### src/cmm_pkg.sv
`timescale 1ns / 1ps

package cmm_pkg;

  // Entry-count ceiling for whole-cache scans
  localparam int unsigned MAX_ENTRIES_DEF = 65536;

  localparam int CFG_LSL_W = 4;
  localparam int CFG_TEC_W = 17;
  localparam int CFG_IDX_W = 8;
  localparam int CFG_DAT_W = 17;

  localparam logic [CFG_LSL_W-1:0] LSL_RESET = 4'd6;
  localparam logic [CFG_TEC_W-1:0] TEC_RESET = 17'd1024;
  localparam logic [CFG_LSL_W-1:0] LSL_MIN   = 4'd2;
  localparam logic [CFG_LSL_W-1:0] LSL_MAX   = 4'd12;

  localparam logic [CFG_IDX_W-1:0] CFG_IDX_LSL = 8'd0;
  localparam logic [CFG_IDX_W-1:0] CFG_IDX_TEC = 8'd1;

  localparam logic [11:0] OFF_START = 12'h000;
  localparam logic [11:0] OFF_ADDR  = 12'h008;
  localparam logic [11:0] OFF_SIZE  = 12'h010;
  localparam logic [11:0] OFF_OPER  = 12'h018;

  localparam logic [7:0] BUS_BYTES = 8'd8;

  typedef enum logic [1:0] {
    OP_READ  = 2'd0,
    OP_WRITE = 2'd1,
    OP_TICK  = 2'd2,
    OP_OTHER = 2'd3
  } op_t;

  typedef enum logic [2:0] {
    ST_OK    = 3'd0,
    ST_ADDR  = 3'd1,
    ST_BURST = 3'd2,
    ST_BE    = 3'd3,
    ST_CMD   = 3'd4,
    ST_RANGE = 3'd5
  } st_t;

  typedef enum logic [1:0] {
    CMD_NONE  = 2'd0,
    CMD_WB    = 2'd1,
    CMD_INVAL = 2'd2
  } cmd_t;

  typedef enum logic [2:0] {
    PH_IDLE = 3'd0,
    PH_PIPE = 3'd1,
    PH_SCAN = 3'd2,
    PH_WB   = 3'd3,
    PH_DONE = 3'd4
  } phase_t;

  typedef enum logic [1:0] {
    OPN_NOP   = 2'd0,
    OPN_FLUSH = 2'd1,
    OPN_INVAL = 2'd2
  } opn_t;

  typedef struct packed {
    op_t         op;
    logic [11:0] reg_offset;
    logic [63:0] write_data;
    logic        data_present;
    logic [7:0]  burst_len;
    logic        enables_present;
    logic [3:0]  enable_length;
    logic [7:0]  enable_bits;
    logic        pipeline_busy;
    logic        writeback_busy;
    logic        wbuf_ready;
    logic        target_dirty;
  } in_item_t;

  typedef struct packed {
    logic [63:0] read_data;
    st_t         resp_status;
    cmd_t        cmd_kind;
    logic        cmd_by_index;
    logic [63:0] cmd_target;
    logic [63:0] next_target;
    phase_t      seq_phase;
    logic        start_pending;
  } out_item_t;

  typedef struct packed {
    logic [CFG_LSL_W-1:0] line_size_log2;
    logic [CFG_TEC_W-1:0] tag_entry_count;
  } cfg_t;

  typedef struct packed {
    st_t status;
  } chk_t;

  // Pattern entries touched by lanes 0..7 when the pattern repeats every len entries
  function automatic logic [7:0] be_need_mask(input logic [3:0] len);
    logic [7:0] m;
    if (len >= 4'd8) begin
      m = 8'hFF;
    end else begin
      m = 8'((9'd1 << len) - 9'd1);
    end
    return m;
  endfunction

endpackage

### src/cmm_bus_check.sv
`timescale 1ns / 1ps

module cmm_bus_check import cmm_pkg::*; (
  input  in_item_t item,
  output chk_t     chk
);

  logic [7:0] need;

  assign need = be_need_mask(item.enable_length);

  // Check order: offset, burst, byte enables
  always_comb begin
    chk.status = ST_OK;
    if (!(item.reg_offset inside {OFF_START, OFF_ADDR, OFF_SIZE, OFF_OPER})) begin
      chk.status = ST_ADDR;
    end else if (!item.data_present || item.burst_len != BUS_BYTES) begin
      chk.status = ST_BURST;
    end else if (item.enables_present &&
                 (item.enable_length == 4'd0 || (item.enable_bits & need) != need)) begin
      chk.status = ST_BE;
    end
  end

endmodule

### src/cmm_seq.sv
`timescale 1ns / 1ps

module cmm_seq import cmm_pkg::*; #(
  parameter int unsigned MAX_ENTRIES = MAX_ENTRIES_DEF
) (
  input  logic      clk,
  input  logic      rst_n,
  input  logic      fire,
  input  in_item_t  item,
  input  chk_t      chk,
  input  cfg_t      cfg,
  output out_item_t res
);

  localparam int ENTRY_W = $clog2(MAX_ENTRIES + 1);
  localparam int CMP_W   = (ENTRY_W > CFG_TEC_W) ? ENTRY_W : CFG_TEC_W;
  localparam logic [CMP_W-1:0] MAX_CNT = CMP_W'(MAX_ENTRIES);

  logic [63:0]        base_r, base_nxt;
  logic [63:0]        size_r, size_nxt;
  opn_t               pend_op_r, pend_op_nxt;
  logic               start_r, start_nxt;
  phase_t             phase_r, phase_nxt;
  logic               whole_r, whole_nxt;
  opn_t               act_op_r, act_op_nxt;
  logic [ENTRY_W-1:0] entry_r, entry_nxt;
  logic [63:0]        line_r, line_nxt;
  logic [63:0]        end_r, end_nxt;

  logic [CFG_LSL_W-1:0] lsl;
  logic [63:0]          lbytes, lmask;
  logic [CMP_W-1:0]     cnt, tec_ext;
  logic [64:0]          sum65, rnd65, step65;
  logic                 scan_done, is_flush;

  always_comb begin
    if (cfg.line_size_log2 < LSL_MIN) begin
      lsl = LSL_MIN;
    end else if (cfg.line_size_log2 > LSL_MAX) begin
      lsl = LSL_MAX;
    end else begin
      lsl = cfg.line_size_log2;
    end
    lbytes = 64'd1 << lsl;
    lmask  = lbytes - 64'd1;
    tec_ext = CMP_W'(cfg.tag_entry_count);
    if (tec_ext == '0) begin
      cnt = CMP_W'(1);
    end else if (tec_ext > MAX_CNT) begin
      cnt = MAX_CNT;
    end else begin
      cnt = tec_ext;
    end
  end

  assign sum65  = {1'b0, base_r} + {1'b0, size_r};
  // Carry out of the round-up means the aligned end passes 2^64
  assign rnd65  = {1'b0, sum65[63:0]} + {1'b0, lmask};
  assign step65 = {1'b0, line_r} + {1'b0, lbytes};
  assign scan_done = whole_r ? (CMP_W'(entry_r) >= cnt) : (line_r >= end_r);
  assign is_flush  = (act_op_r == OPN_FLUSH);

  always_comb begin
    base_nxt    = base_r;
    size_nxt    = size_r;
    pend_op_nxt = pend_op_r;
    start_nxt   = start_r;
    phase_nxt   = phase_r;
    whole_nxt   = whole_r;
    act_op_nxt  = act_op_r;
    entry_nxt   = entry_r;
    line_nxt    = line_r;
    end_nxt     = end_r;
    res         = '0;
    res.resp_status = ST_OK;
    res.cmd_kind    = CMD_NONE;

    if (fire) begin
      if (item.op == OP_TICK) begin
        case (phase_r)
          PH_PIPE: begin
            if (!item.pipeline_busy) begin
              phase_nxt = (act_op_r == OPN_NOP) ? PH_WB : PH_SCAN;
            end
          end
          PH_SCAN: begin
            if (scan_done || act_op_r == OPN_NOP) begin
              phase_nxt = PH_WB;
            end else if (!is_flush || item.wbuf_ready) begin
              if (!is_flush || item.target_dirty) begin
                res.cmd_kind     = is_flush ? CMD_WB : CMD_INVAL;
                res.cmd_by_index = whole_r;
                res.cmd_target   = whole_r ? 64'(entry_r) : line_r;
              end
              if (whole_r) begin
                entry_nxt = entry_r + ENTRY_W'(1);
              end else begin
                line_nxt = step65[64] ? end_r : step65[63:0];
              end
            end
          end
          PH_WB: begin
            if (!item.writeback_busy) begin
              phase_nxt = PH_DONE;
            end
          end
          PH_DONE: begin
            start_nxt  = 1'b0;
            phase_nxt  = PH_IDLE;
            whole_nxt  = 1'b0;
            act_op_nxt = OPN_NOP;
            entry_nxt  = '0;
            line_nxt   = '0;
            end_nxt    = '0;
          end
          default: ;
        endcase
      end else if (chk.status != ST_OK) begin
        res.resp_status = chk.status;
      end else begin
        case (item.op)
          OP_READ: begin
            case (item.reg_offset)
              OFF_START: res.read_data = {63'd0, (phase_r != PH_IDLE) || start_r};
              OFF_ADDR:  res.read_data = base_r;
              OFF_SIZE:  res.read_data = size_r;
              default:   res.read_data = {62'd0, pend_op_r};
            endcase
          end
          OP_WRITE: begin
            case (item.reg_offset)
              OFF_START: begin
                if (item.write_data != 64'd0) begin
                  if (phase_r != PH_IDLE) begin
                    start_nxt = 1'b1;
                  end else if (size_r != 64'd0 && (sum65[64] || rnd65[64])) begin
                    res.resp_status = ST_RANGE;
                  end else begin
                    start_nxt  = 1'b1;
                    phase_nxt  = PH_PIPE;
                    whole_nxt  = (size_r == 64'd0);
                    act_op_nxt = pend_op_r;
                    entry_nxt  = '0;
                    line_nxt   = (size_r == 64'd0) ? 64'd0 : (base_r & ~lmask);
                    end_nxt    = (size_r == 64'd0) ? 64'd0 : (rnd65[63:0] & ~lmask);
                  end
                end else if (phase_r == PH_IDLE) begin
                  start_nxt = 1'b0;
                end
              end
              OFF_ADDR: base_nxt = item.write_data;
              OFF_SIZE: size_nxt = item.write_data;
              default: begin
                if (item.write_data == 64'd1) begin
                  pend_op_nxt = OPN_FLUSH;
                end else if (item.write_data == 64'd2) begin
                  pend_op_nxt = OPN_INVAL;
                end else begin
                  pend_op_nxt = OPN_NOP;
                end
              end
            endcase
          end
          default: res.resp_status = ST_CMD;
        endcase
      end
    end

    res.next_target   = whole_nxt ? 64'(entry_nxt) : line_nxt;
    res.seq_phase     = phase_nxt;
    res.start_pending = (phase_nxt != PH_IDLE) || start_nxt;
  end

  always_ff @(posedge clk) begin
    if (!rst_n) begin
      base_r    <= '0;
      size_r    <= '0;
      pend_op_r <= OPN_NOP;
      start_r   <= 1'b0;
      phase_r   <= PH_IDLE;
      whole_r   <= 1'b0;
      act_op_r  <= OPN_NOP;
      entry_r   <= '0;
      line_r    <= '0;
      end_r     <= '0;
    end else begin
      base_r    <= base_nxt;
      size_r    <= size_nxt;
      pend_op_r <= pend_op_nxt;
      start_r   <= start_nxt;
      phase_r   <= phase_nxt;
      whole_r   <= whole_nxt;
      act_op_r  <= act_op_nxt;
      entry_r   <= entry_nxt;
      line_r    <= line_nxt;
      end_r     <= end_nxt;
    end
  end

endmodule

### src/cache_maintenance_mmio_controller_top.sv
`timescale 1ns / 1ps

// Cache-maintenance controller with four 64-bit registers (start, address, size,
// operation) reached through bus-access items, and clock-tick items that step the
// flush/invalidate sequence one line or tag entry per tick (a flush tick only when the
// write buffer is ready). Every item gives one result. The block takes one item per
// cycle: each item passes an input register, one pass of checking and sequencer
// logic, and a result register; the result register frees itself in the same cycle
// it is taken, and only a stalled result holds back the input side.
// line_size_log2 and tag_entry_count are read live; write them only while idle.
module cache_maintenance_mmio_controller_top import cmm_pkg::*; #(
  parameter int unsigned MAX_ENTRIES = MAX_ENTRIES_DEF
) (
  input  logic                 clk,
  input  logic                 rst_n,
  input  logic                 in_tvalid,
  output logic                 in_tready,
  // [11:0] reg_offset, [75:12] write_data, [76] data_present, [84:77] burst_len,
  // [85] enables_present, [89:86] enable_length, [97:90] enable_bits,
  // [98] pipeline_busy, [99] writeback_busy, [100] wbuf_ready, [101] target_dirty
  input  logic [103:0]         in_tdata,
  // [1:0] op
  input  logic [1:0]           in_tuser,
  output logic                 out_tvalid,
  input  logic                 out_tready,
  // [63:0] read_data, [66:64] resp_status, [67] cmd_by_index, [131:68] cmd_target,
  // [195:132] next_target, [198:196] seq_phase, [199] start_pending
  output logic [199:0]         out_tdata,
  // [1:0] cmd_kind
  output logic [1:0]           out_tuser,
  input  logic                 cfg_valid,
  output logic                 cfg_ready,
  input  logic [CFG_IDX_W-1:0] cfg_index,
  input  logic [CFG_DAT_W-1:0] cfg_data
);

  in_item_t  in_item, item_r;
  logic      in_valid_r, in_valid_nxt;
  out_item_t res, res_r;
  logic      out_valid_r, out_valid_nxt;
  logic      in_fire, proc_fire;
  chk_t      chk;
  cfg_t      cfg_r, cfg_nxt;

  assign in_item.op              = op_t'(in_tuser);
  assign in_item.reg_offset      = in_tdata[11:0];
  assign in_item.write_data      = in_tdata[75:12];
  assign in_item.data_present    = in_tdata[76];
  assign in_item.burst_len       = in_tdata[84:77];
  assign in_item.enables_present = in_tdata[85];
  assign in_item.enable_length   = in_tdata[89:86];
  assign in_item.enable_bits     = in_tdata[97:90];
  assign in_item.pipeline_busy   = in_tdata[98];
  assign in_item.writeback_busy  = in_tdata[99];
  assign in_item.wbuf_ready      = in_tdata[100];
  assign in_item.target_dirty    = in_tdata[101];

  assign proc_fire = in_valid_r && (!out_valid_r || out_tready);
  assign in_tready = !in_valid_r || proc_fire;
  assign in_fire   = in_tvalid && in_tready;

  assign in_valid_nxt  = in_fire ? 1'b1 : (proc_fire ? 1'b0 : in_valid_r);
  assign out_valid_nxt = proc_fire ? 1'b1 : (out_tready ? 1'b0 : out_valid_r);

  assign cfg_ready = 1'b1;

  always_comb begin
    cfg_nxt = cfg_r;
    if (cfg_valid) begin
      case (cfg_index)
        CFG_IDX_LSL: cfg_nxt.line_size_log2  = cfg_data[CFG_LSL_W-1:0];
        CFG_IDX_TEC: cfg_nxt.tag_entry_count = cfg_data[CFG_TEC_W-1:0];
        default: ;
      endcase
    end
  end

  cmm_bus_check u_check (
    .item (item_r),
    .chk  (chk)
  );

  cmm_seq #(
    .MAX_ENTRIES (MAX_ENTRIES)
  ) u_seq (
    .clk   (clk),
    .rst_n (rst_n),
    .fire  (proc_fire),
    .item  (item_r),
    .chk   (chk),
    .cfg   (cfg_r),
    .res   (res)
  );

  always_ff @(posedge clk) begin
    if (!rst_n) begin
      in_valid_r  <= 1'b0;
      out_valid_r <= 1'b0;
      cfg_r.line_size_log2  <= LSL_RESET;
      cfg_r.tag_entry_count <= TEC_RESET;
    end else begin
      in_valid_r  <= in_valid_nxt;
      out_valid_r <= out_valid_nxt;
      cfg_r       <= cfg_nxt;
    end
  end

  // Payload registers: load on transfer only
  always_ff @(posedge clk) begin
    if (in_fire) begin
      item_r <= in_item;
    end
    if (proc_fire) begin
      res_r <= res;
    end
  end

  assign out_tvalid = out_valid_r;
  assign out_tuser  = res_r.cmd_kind;
  assign out_tdata  = {res_r.start_pending, res_r.seq_phase, res_r.next_target,
                       res_r.cmd_target, res_r.cmd_by_index, res_r.resp_status,
                       res_r.read_data};

  a_free_in_when_out_empty: assert property (@(posedge clk) disable iff (!rst_n)
    !out_valid_r |-> in_tready)
    else $error("input stalled with an empty result register");

  a_no_cmd_on_bus_error: assert property (@(posedge clk) disable iff (!rst_n)
    out_valid_r && res_r.resp_status != ST_OK |-> res_r.cmd_kind == CMD_NONE)
    else $error("maintenance command on a failed bus access");

  a_cmd_none_clean: assert property (@(posedge clk) disable iff (!rst_n)
    out_valid_r && res_r.cmd_kind == CMD_NONE |->
      res_r.cmd_target == 64'd0 && !res_r.cmd_by_index)
    else $error("stale target with no command");

  a_busy_reads_started: assert property (@(posedge clk) disable iff (!rst_n)
    out_valid_r && res_r.seq_phase != PH_IDLE |-> res_r.start_pending)
    else $error("running sequence without start readback");

endmodule
### config.mk
export PLATFORM = sky130hd
export DESIGN_NAME = cache_maintenance_mmio_controller_top
export DESIGN_NICKNAME = d
export VERILOG_FILES = /design/src/cmm_pkg.sv /design/src/cmm_bus_check.sv /design/src/cmm_seq.sv /design/src/cache_maintenance_mmio_controller_top.sv
export SDC_FILE = /design/constraint.sdc
export NUM_CORES = 2
export LEC_CHECK = 0
export BUFFER_PORTS_ARGS = -buffer_cell sky130_fd_sc_hd__buf_2
export CORE_MARGIN = 2
export CORE_UTILIZATION = 32
export DETAILED_ROUTE_END_ITERATION = 6
export GPL_TIMING_DRIVEN = 0
export PLACE_DENSITY = 0.51
export SLEW_MARGIN = 15
export SYNTH_ARGS = -nofsm -noshare
export SYNTH_HDL_FRONTEND = slang
export SYNTH_SLANG_ARGS = --single-unit
export TNS_END_PERCENT = 20
### constraint.sdc
create_clock -name clk -period 14.1 [get_ports clk]
set_input_delay 2.82 -clock clk [delete_from_list [all_inputs] [get_ports clk]]
set_output_delay 2.82 -clock clk [all_outputs]
set_load 0.005 [all_outputs]
# --- After elaboration in Yosys (flattened, before gate mapping) ---
# Cells that the tools add are included.
# Widths: inputs -> output; s select.
op_classes:
  mul: 0
  muxes: 100
  add_sub_neg: 6
  n_reduce_logical: 47
  magnitude_cmp: 6
  shift: 2
  n_div: 0
  n_bitwise: 11
  eq_ne: 19
ops:
  columns: ["op", "n"]
  rows:
  - ["$mux 64", 22]
  - ["$mux 17", 15]
  - ["$add 64x64->65", 3]
  - ["$pmux 64 s3", 1]
  - ["$and 64x64->64", 2]
  - ["$pmux 64 s2", 1]
  - ["$reduce_bool 64->1", 2]
  - ["$eq 64x1->1 const B", 1]
  - ["$eq 64x2->1 const B", 1]
  - ["$ge 64x64->1", 1]
  - ["$logic_not 64->1", 1]
  - ["$not 64->64", 1]
  - ["$shl 1x4->64 const A", 1]
  - ["$sub 64x1->64 const B", 1]
  - ["$mux 3", 18]
  - ["$pmux 17 s2", 1]
  - ["$mux 1", 25]
  - ["$eq 12x5->1 const B", 2]
  - ["$mux 2", 12]
  - ["$add 17x1->17 const B", 1]
  - ["$ge 17x17->1", 1]
  - ["$gt 17x17->1 const B", 1]
  - ["$logic_not 17->1", 1]
  - ["$reduce_and 5->1", 3]
  - ["38 further kinds", 73]
totals:
  ramBits: 0
  register_bits: 611
  mem_bits_ro: 0
  latchBits: 0
  output_inout_bits: 205
  mem_count: 0

# --- Longest topological paths before layout ---
depth:
  ltp_word: 18
  depth_mapped: 30

# --- By module ---
# From an unflattened synthesis, not the netlist that was laid out.
hier_totals:
  cells_unflattened: 4077
  area_unflattened_um2: 35957.0
by_module_without_submodules:
  columns: ["module", "instances", "cells_each", "area_per_inst_um2"]
  rows:
  - ["cmm_seq", 1, 3631, 25530.7]
  - ["cache_maintenance_mmio_controller_top", 1, 411, 10178.5]
  - ["cmm_bus_check", 1, 35, 247.7]

# --- Worst setup path before layout ---
# No wires, ideal clock.
synth_path:
  kind: "input to register"
  from: "in out_tready"
  to: "reg res_r, in the netlist out_tdata[136] (data pin)"
  t_arrival_ps: 10459
  setup_ps: 270
  path_buffers: 4
  slack_ps: 3371
  required_time_ps: 13830
  stages: 10
  path_cell_list: "nor2b_1 nand2b_1 clkbuf_1 clkinv_1 clkbuf_1 clkbuf_1 clkbuf_1 o21ai_0 o21ai_0 mux2i_1"
synth_rtl:
  columns: ["element", "line_no", "text"]
  rows:
  - ["from (decl)", "cache_maintenance_mmio_controller_top.sv:25", "input logic out_tready,"]
  - ["to (signal assigned)", "cache_maintenance_mmio_controller_top.sv:114", "res_r <= res;"]
  - ["to (decl)", "cache_maintenance_mmio_controller_top.sv:39", "out_item_t res, res_r;"]

# --- Worst setup path in the final report ---
layout_path:
  from: "reg u_seq.size_r[0]"
  to: "reg res_r, in the netlist out_tdata[167] (data pin)"
layout_via:
  elab_chain_cells: 12
layout_lines:
  columns: ["element", "line_no", "text"]
  rows:
  - ["from (decl)", "cmm_seq.sv:20", "logic [63:0] size_r, size_nxt;"]
  - ["from (signal assigned)", "cmm_seq.sv:188", "size_r <= size_nxt;"]
  - ["$add 64x64->65", "cmm_seq.sv:56", "assign sum65 = {1'b0, base_r} + {1'b0, size_r};"]
  - ["$add 64x64->65", "cmm_seq.sv:58", "assign rnd65 = {1'b0, sum65[63:0]} + {1'b0, lmask};"]
  - ["$logic_or 1x1->1", "cmm_seq.sv:136", "end else if (size_r != 64'd0 && (sum65[64] || rnd65[64])) begin"]
  - ["$logic_and 1x1->1", "cmm_seq.sv:136", null]
  - ["$mux 64 or $mux 1 (tied branches)", "cmm_seq.sv:136", null]
  - ["$mux 64 or $mux 1 (tied branches)", "cmm_seq.sv:134", "if (phase_r != PH_IDLE) begin"]
  - ["$mux 64 or $mux 1 (tied branches)", "cmm_seq.sv:133", "if (item.write_data != 64'd0) begin"]
  - ["$mux 64 or $mux 1 (tied branches)", "cmm_seq.sv:131", "case (item.reg_offset)"]
  - ["$mux 64 or $mux 1 (tied branches)", "cmm_seq.sv:121", "case (item.op)"]
  - ["$mux 64 or $mux 1 (tied branches)", "cmm_seq.sv:118", "end else if (chk.status != ST_OK) begin"]
  - ["$mux 64 or $mux 1 (tied branches)", "cmm_seq.sv:79", "if (item.op == OP_TICK) begin"]
  - ["$mux 64 or $mux 1 (tied branches)", "cmm_seq.sv:78", "if (fire) begin"]
# Several ways; a longest one is shown, not always the timed one.
# A chain may end at the register's enable or synchronous reset.

==> results.yml <==
route:
  postRouteAntennaNets: 0
  drt_iter0_drc: 3346
  routed_wirelength_microns: 154000
  viasPerCell: 5.51
  vias: 33800
  wire_per_inst_microns: 25.1
  drc: 1
  drt_pass1_iterations: 7
place:
  post_dp_cell_area_sq_mm: 0.0399
  gp_congestion: 1.01
  port_buffers: 337
  dpl.hpwl_microns: 121000
clocking:
  cts_tree: "built"
  htree_num_levels: 3
  clockRootBuffer: "clkbuf_16"
  cts_buffers: 74
  post_cts_buffers: 0
  cts-resized-gates: 0
  clk_pin_slew_ps: 60
  ctsHoldBuffers: 0
  clkSinkCount: 611
  clock_latency_ps: 680
  clockBufferDepth: 3
yosys:
  synth_mux_area_share_pct: 1.55
  synth_cell_type_count: 95
  synth-simple-area-share_pct: 20.1
  synth.avg_cell_area_sq_um: 8.75
  synth_fa_ha_area_share_pct: 8.07
  syn_area_sq_mm: 0.0359
  synth_most_common_cell: "nand2_1"
  synth_area_leaders: "edfxtp_1, dfxtp_1, ha_1, a21oi_1, nand2_1"
  async_flop_share_pct: 0
  syn_inst: 4108
  synth_top_cell_by_area: "edfxtp_1"
  synth_compound_area_share_pct: 20.5
  synth_edf_count: 306
  ys_seq_area_share_pct: 42.6
  ys_warn_count: 0
  yosys-top-cells-count: "nand2_1, a21oi_1, nor2_1, edfxtp_1, dfxtp_1"
  synth_top_family_by_area: "compound AO/OA/AOI/OAI gates"
  yosys.area_share.xor_xnor_pct: 3.34
  synth.top_cell.area_share_pct: 25.6
  ys_ff_latch: 611
  synth-main-ff-cell: "edfxtp_1"
setup_path:
  path_buf_inv: 1
  max_stage_delay_ps: 920
  required_ps: 14440
  crit_start: "u_seq.size_r[0]"
  crit_type: "reg -> reg"
  reg2reg_from: "u_seq.size_r[0]"
  crit_family: "compound AO/OA/AOI/OAI gates"
  cp_cell_sequence: "ha_1 > inv_1 > fa_1 > nor2b_1 > o31a_1 > o31a_1 > o41ai_2 > a31oi_1 > o21ai_0 > o311ai_0 > a31oi_1 > o21ai_0 > xor2_1 > ha_1 > and3_1 > and4_1 > o21ai_2 > a21oi_1 > nand3b_1 > a221oi_1 > nor2_1"
  worstPathArrival_ps: 8380
  end_kind: "flop"
  crit_fanout: 9
  critPathSlowestCell: "a221oi_1"
  cp-start-kind: "flop"
run_status:
  status: "finished, violations left"
  violations: "design-rule violations"
power_and_ir_drop:
  p_per_area_mw_per_mm2: 97.1
  leakage_uw: 0.0162
  ir_drop_mv: 0.0801
grt:
  grt_pass1_vias: 31800
  grt_max_degree: 61
  antenna_found_initial: 3
  grt_use_total_pct: 25.9
  grt_pass1_wl_microns: 221000
  grt_overflow_total: 0
sta:
  worstMarginPinSlew_ps: 1250
  setup_tns_ps: 0
  finalMaxSlewViolations: 0
  fmax_mhz: 124
  hold_viol: 0
  fin_skew_ps: 45.8
  final.period_utilization_pct: 57.0
  period_needed_ps: 8040
  rsz0062_at_grt: "no"
  slew_headroom_pct: 16.9
  finalSetupViolCount: 0
floorplanning:
  rows: 122
  core_area_sq_mm: 0.111
  die_x_microns: 339
  dieArea_sq_mm: 0.115
  initial_core_util_pct: 32.4
  die_h_microns: 339
  io_pins: 341
hold_path:
  hold_path.class: "reg -> reg"
  hp-start: "u_seq.end_r[17]"
finish:
  n_antenna_cell: 0
  multi_input_area_sq_mm: 0.0195
  drive_gt1_share_pct: 11.5
  fin_area_sq_mm: 0.0423
  area_growth_pct: 17.8
  utilization_pct: 38.1
  n_fill_cell: 11500
  regArea_sq_mm: 0.0153
  fin_nets: 4949
flow_run:
  cap_violations: 0
==> area by class of cell <==
class                      instances  area share (%)
tap                             1488            4.40
clock inverter                    32           0.751
inverter                         129            1.14
multi-input combinational       3208            46.1
timing repair buffer             343            4.33
buffer                           216            2.08
clock buffer                     105            5.09
sequential                       611            36.1
==> worst reg2reg max path: cells and delay by family, from the launching register on <==
kind	cells	cell delay [ps]
fa+ha+maj	3	870
flops	1	390
simple gates	5	1480
xor+xnor	1	170
buf+inv	1	70
compound gates	11	4770
==> cell families after synthesis <==
group / after synthesis
and+or+nand+nor: 1561
AOI/OAI and AO/OA: 1167
DFF: 611
buffers and inverters: 345
adders and majority gates: 230
xor gates and xnor gates: 137
muxes: 55
other: 2
==> cells in the final DEF, fill, tap and decap left out, drive strengths merged, types with 44 or more instances in the layout <==
| master | synthesis | layout |
|---|---|---|
| nor2 | 411 | 411 |
| a21o | 98 | 98 |
| conb | 2 | 58 |
| and3 | 44 | 44 |
| xor2 | 52 | 52 |
| nand3 | 124 | 124 |
| nor3 | 67 | 67 |
| buf | 32 | 375 |
| edfxtp | 306 | 306 |
| a22oi | 82 | 82 |
| a21oi | 452 | 452 |
| inv | 128 | 137 |
| clkbuf | 184 | 289 |
| nand2 | 575 | 575 |
| a31oi | 52 | 52 |
| nor4 | 54 | 54 |
| nand4 | 68 | 68 |
| o21ai | 195 | 195 |
| and2 | 84 | 84 |
| ha | 227 | 227 |
| xnor2 | 85 | 85 |
| dfxtp | 305 | 305 |
| mux2i | 51 | 51 |
==> per-stage QoR <==
step	power, uW	cells	worst slack (ps)	hold slack [ps]
6_report	4110	6132	6060	450
5_1_grt	4250	6132	5880	472
4_1_cts	4160	6132	6240	454
3_5_place_dp	2190	5995	6250	445
3_3_place_gp	2200	5989	-3250	439
2_1_floorplan	2070	4164	3370	425
==> routing by layer <==
metal / vias up / global-route usage [%] / part of all wire, %
li1: 15900 / - / -
met1: 16100 / 37.2 / 46
met2: 1444 / 38.8 / 43
met3: 286 / 4.40 / 7.9
met4: 6 / 9.38 / 3.5
met5: - / 0 / 0.031
==> state kept, by name, summed over array words and instances (netlist names) <==
name             cells
cfg_r               21
u_seq.phase_r        3
u_seq.whole_r        1
item_r             104
in_valid_r           1
u_seq.line_r        64
u_seq.size_r        64
out_tvalid           1
out_tuser            2
u_seq.pend_op_r      2
u_seq.base_r        64
u_seq.entry_r       17
u_seq.start_r        1
u_seq.act_op_r       2
u_seq.end_r         64
out_tdata          200
==> path summary, 6_finish.rpt <==
path | to | slack (ps) | depth (start not counted)
max reg2reg | out_tdata[167] | 6060 | 21
min reg2reg | u_seq.end_r[17] | 450 | 2
max | out_tdata[167] | 6060 | 21
min | u_seq.end_r[17] | 450 | 2
==> power by group <==
group / internal (uW) / switching, uW
Sequential: 1910 / 29.1
Clock: 1130 / 823
Combinational: 69.2 / 142
No activity file was read; power rests on OpenSTA's default activity.
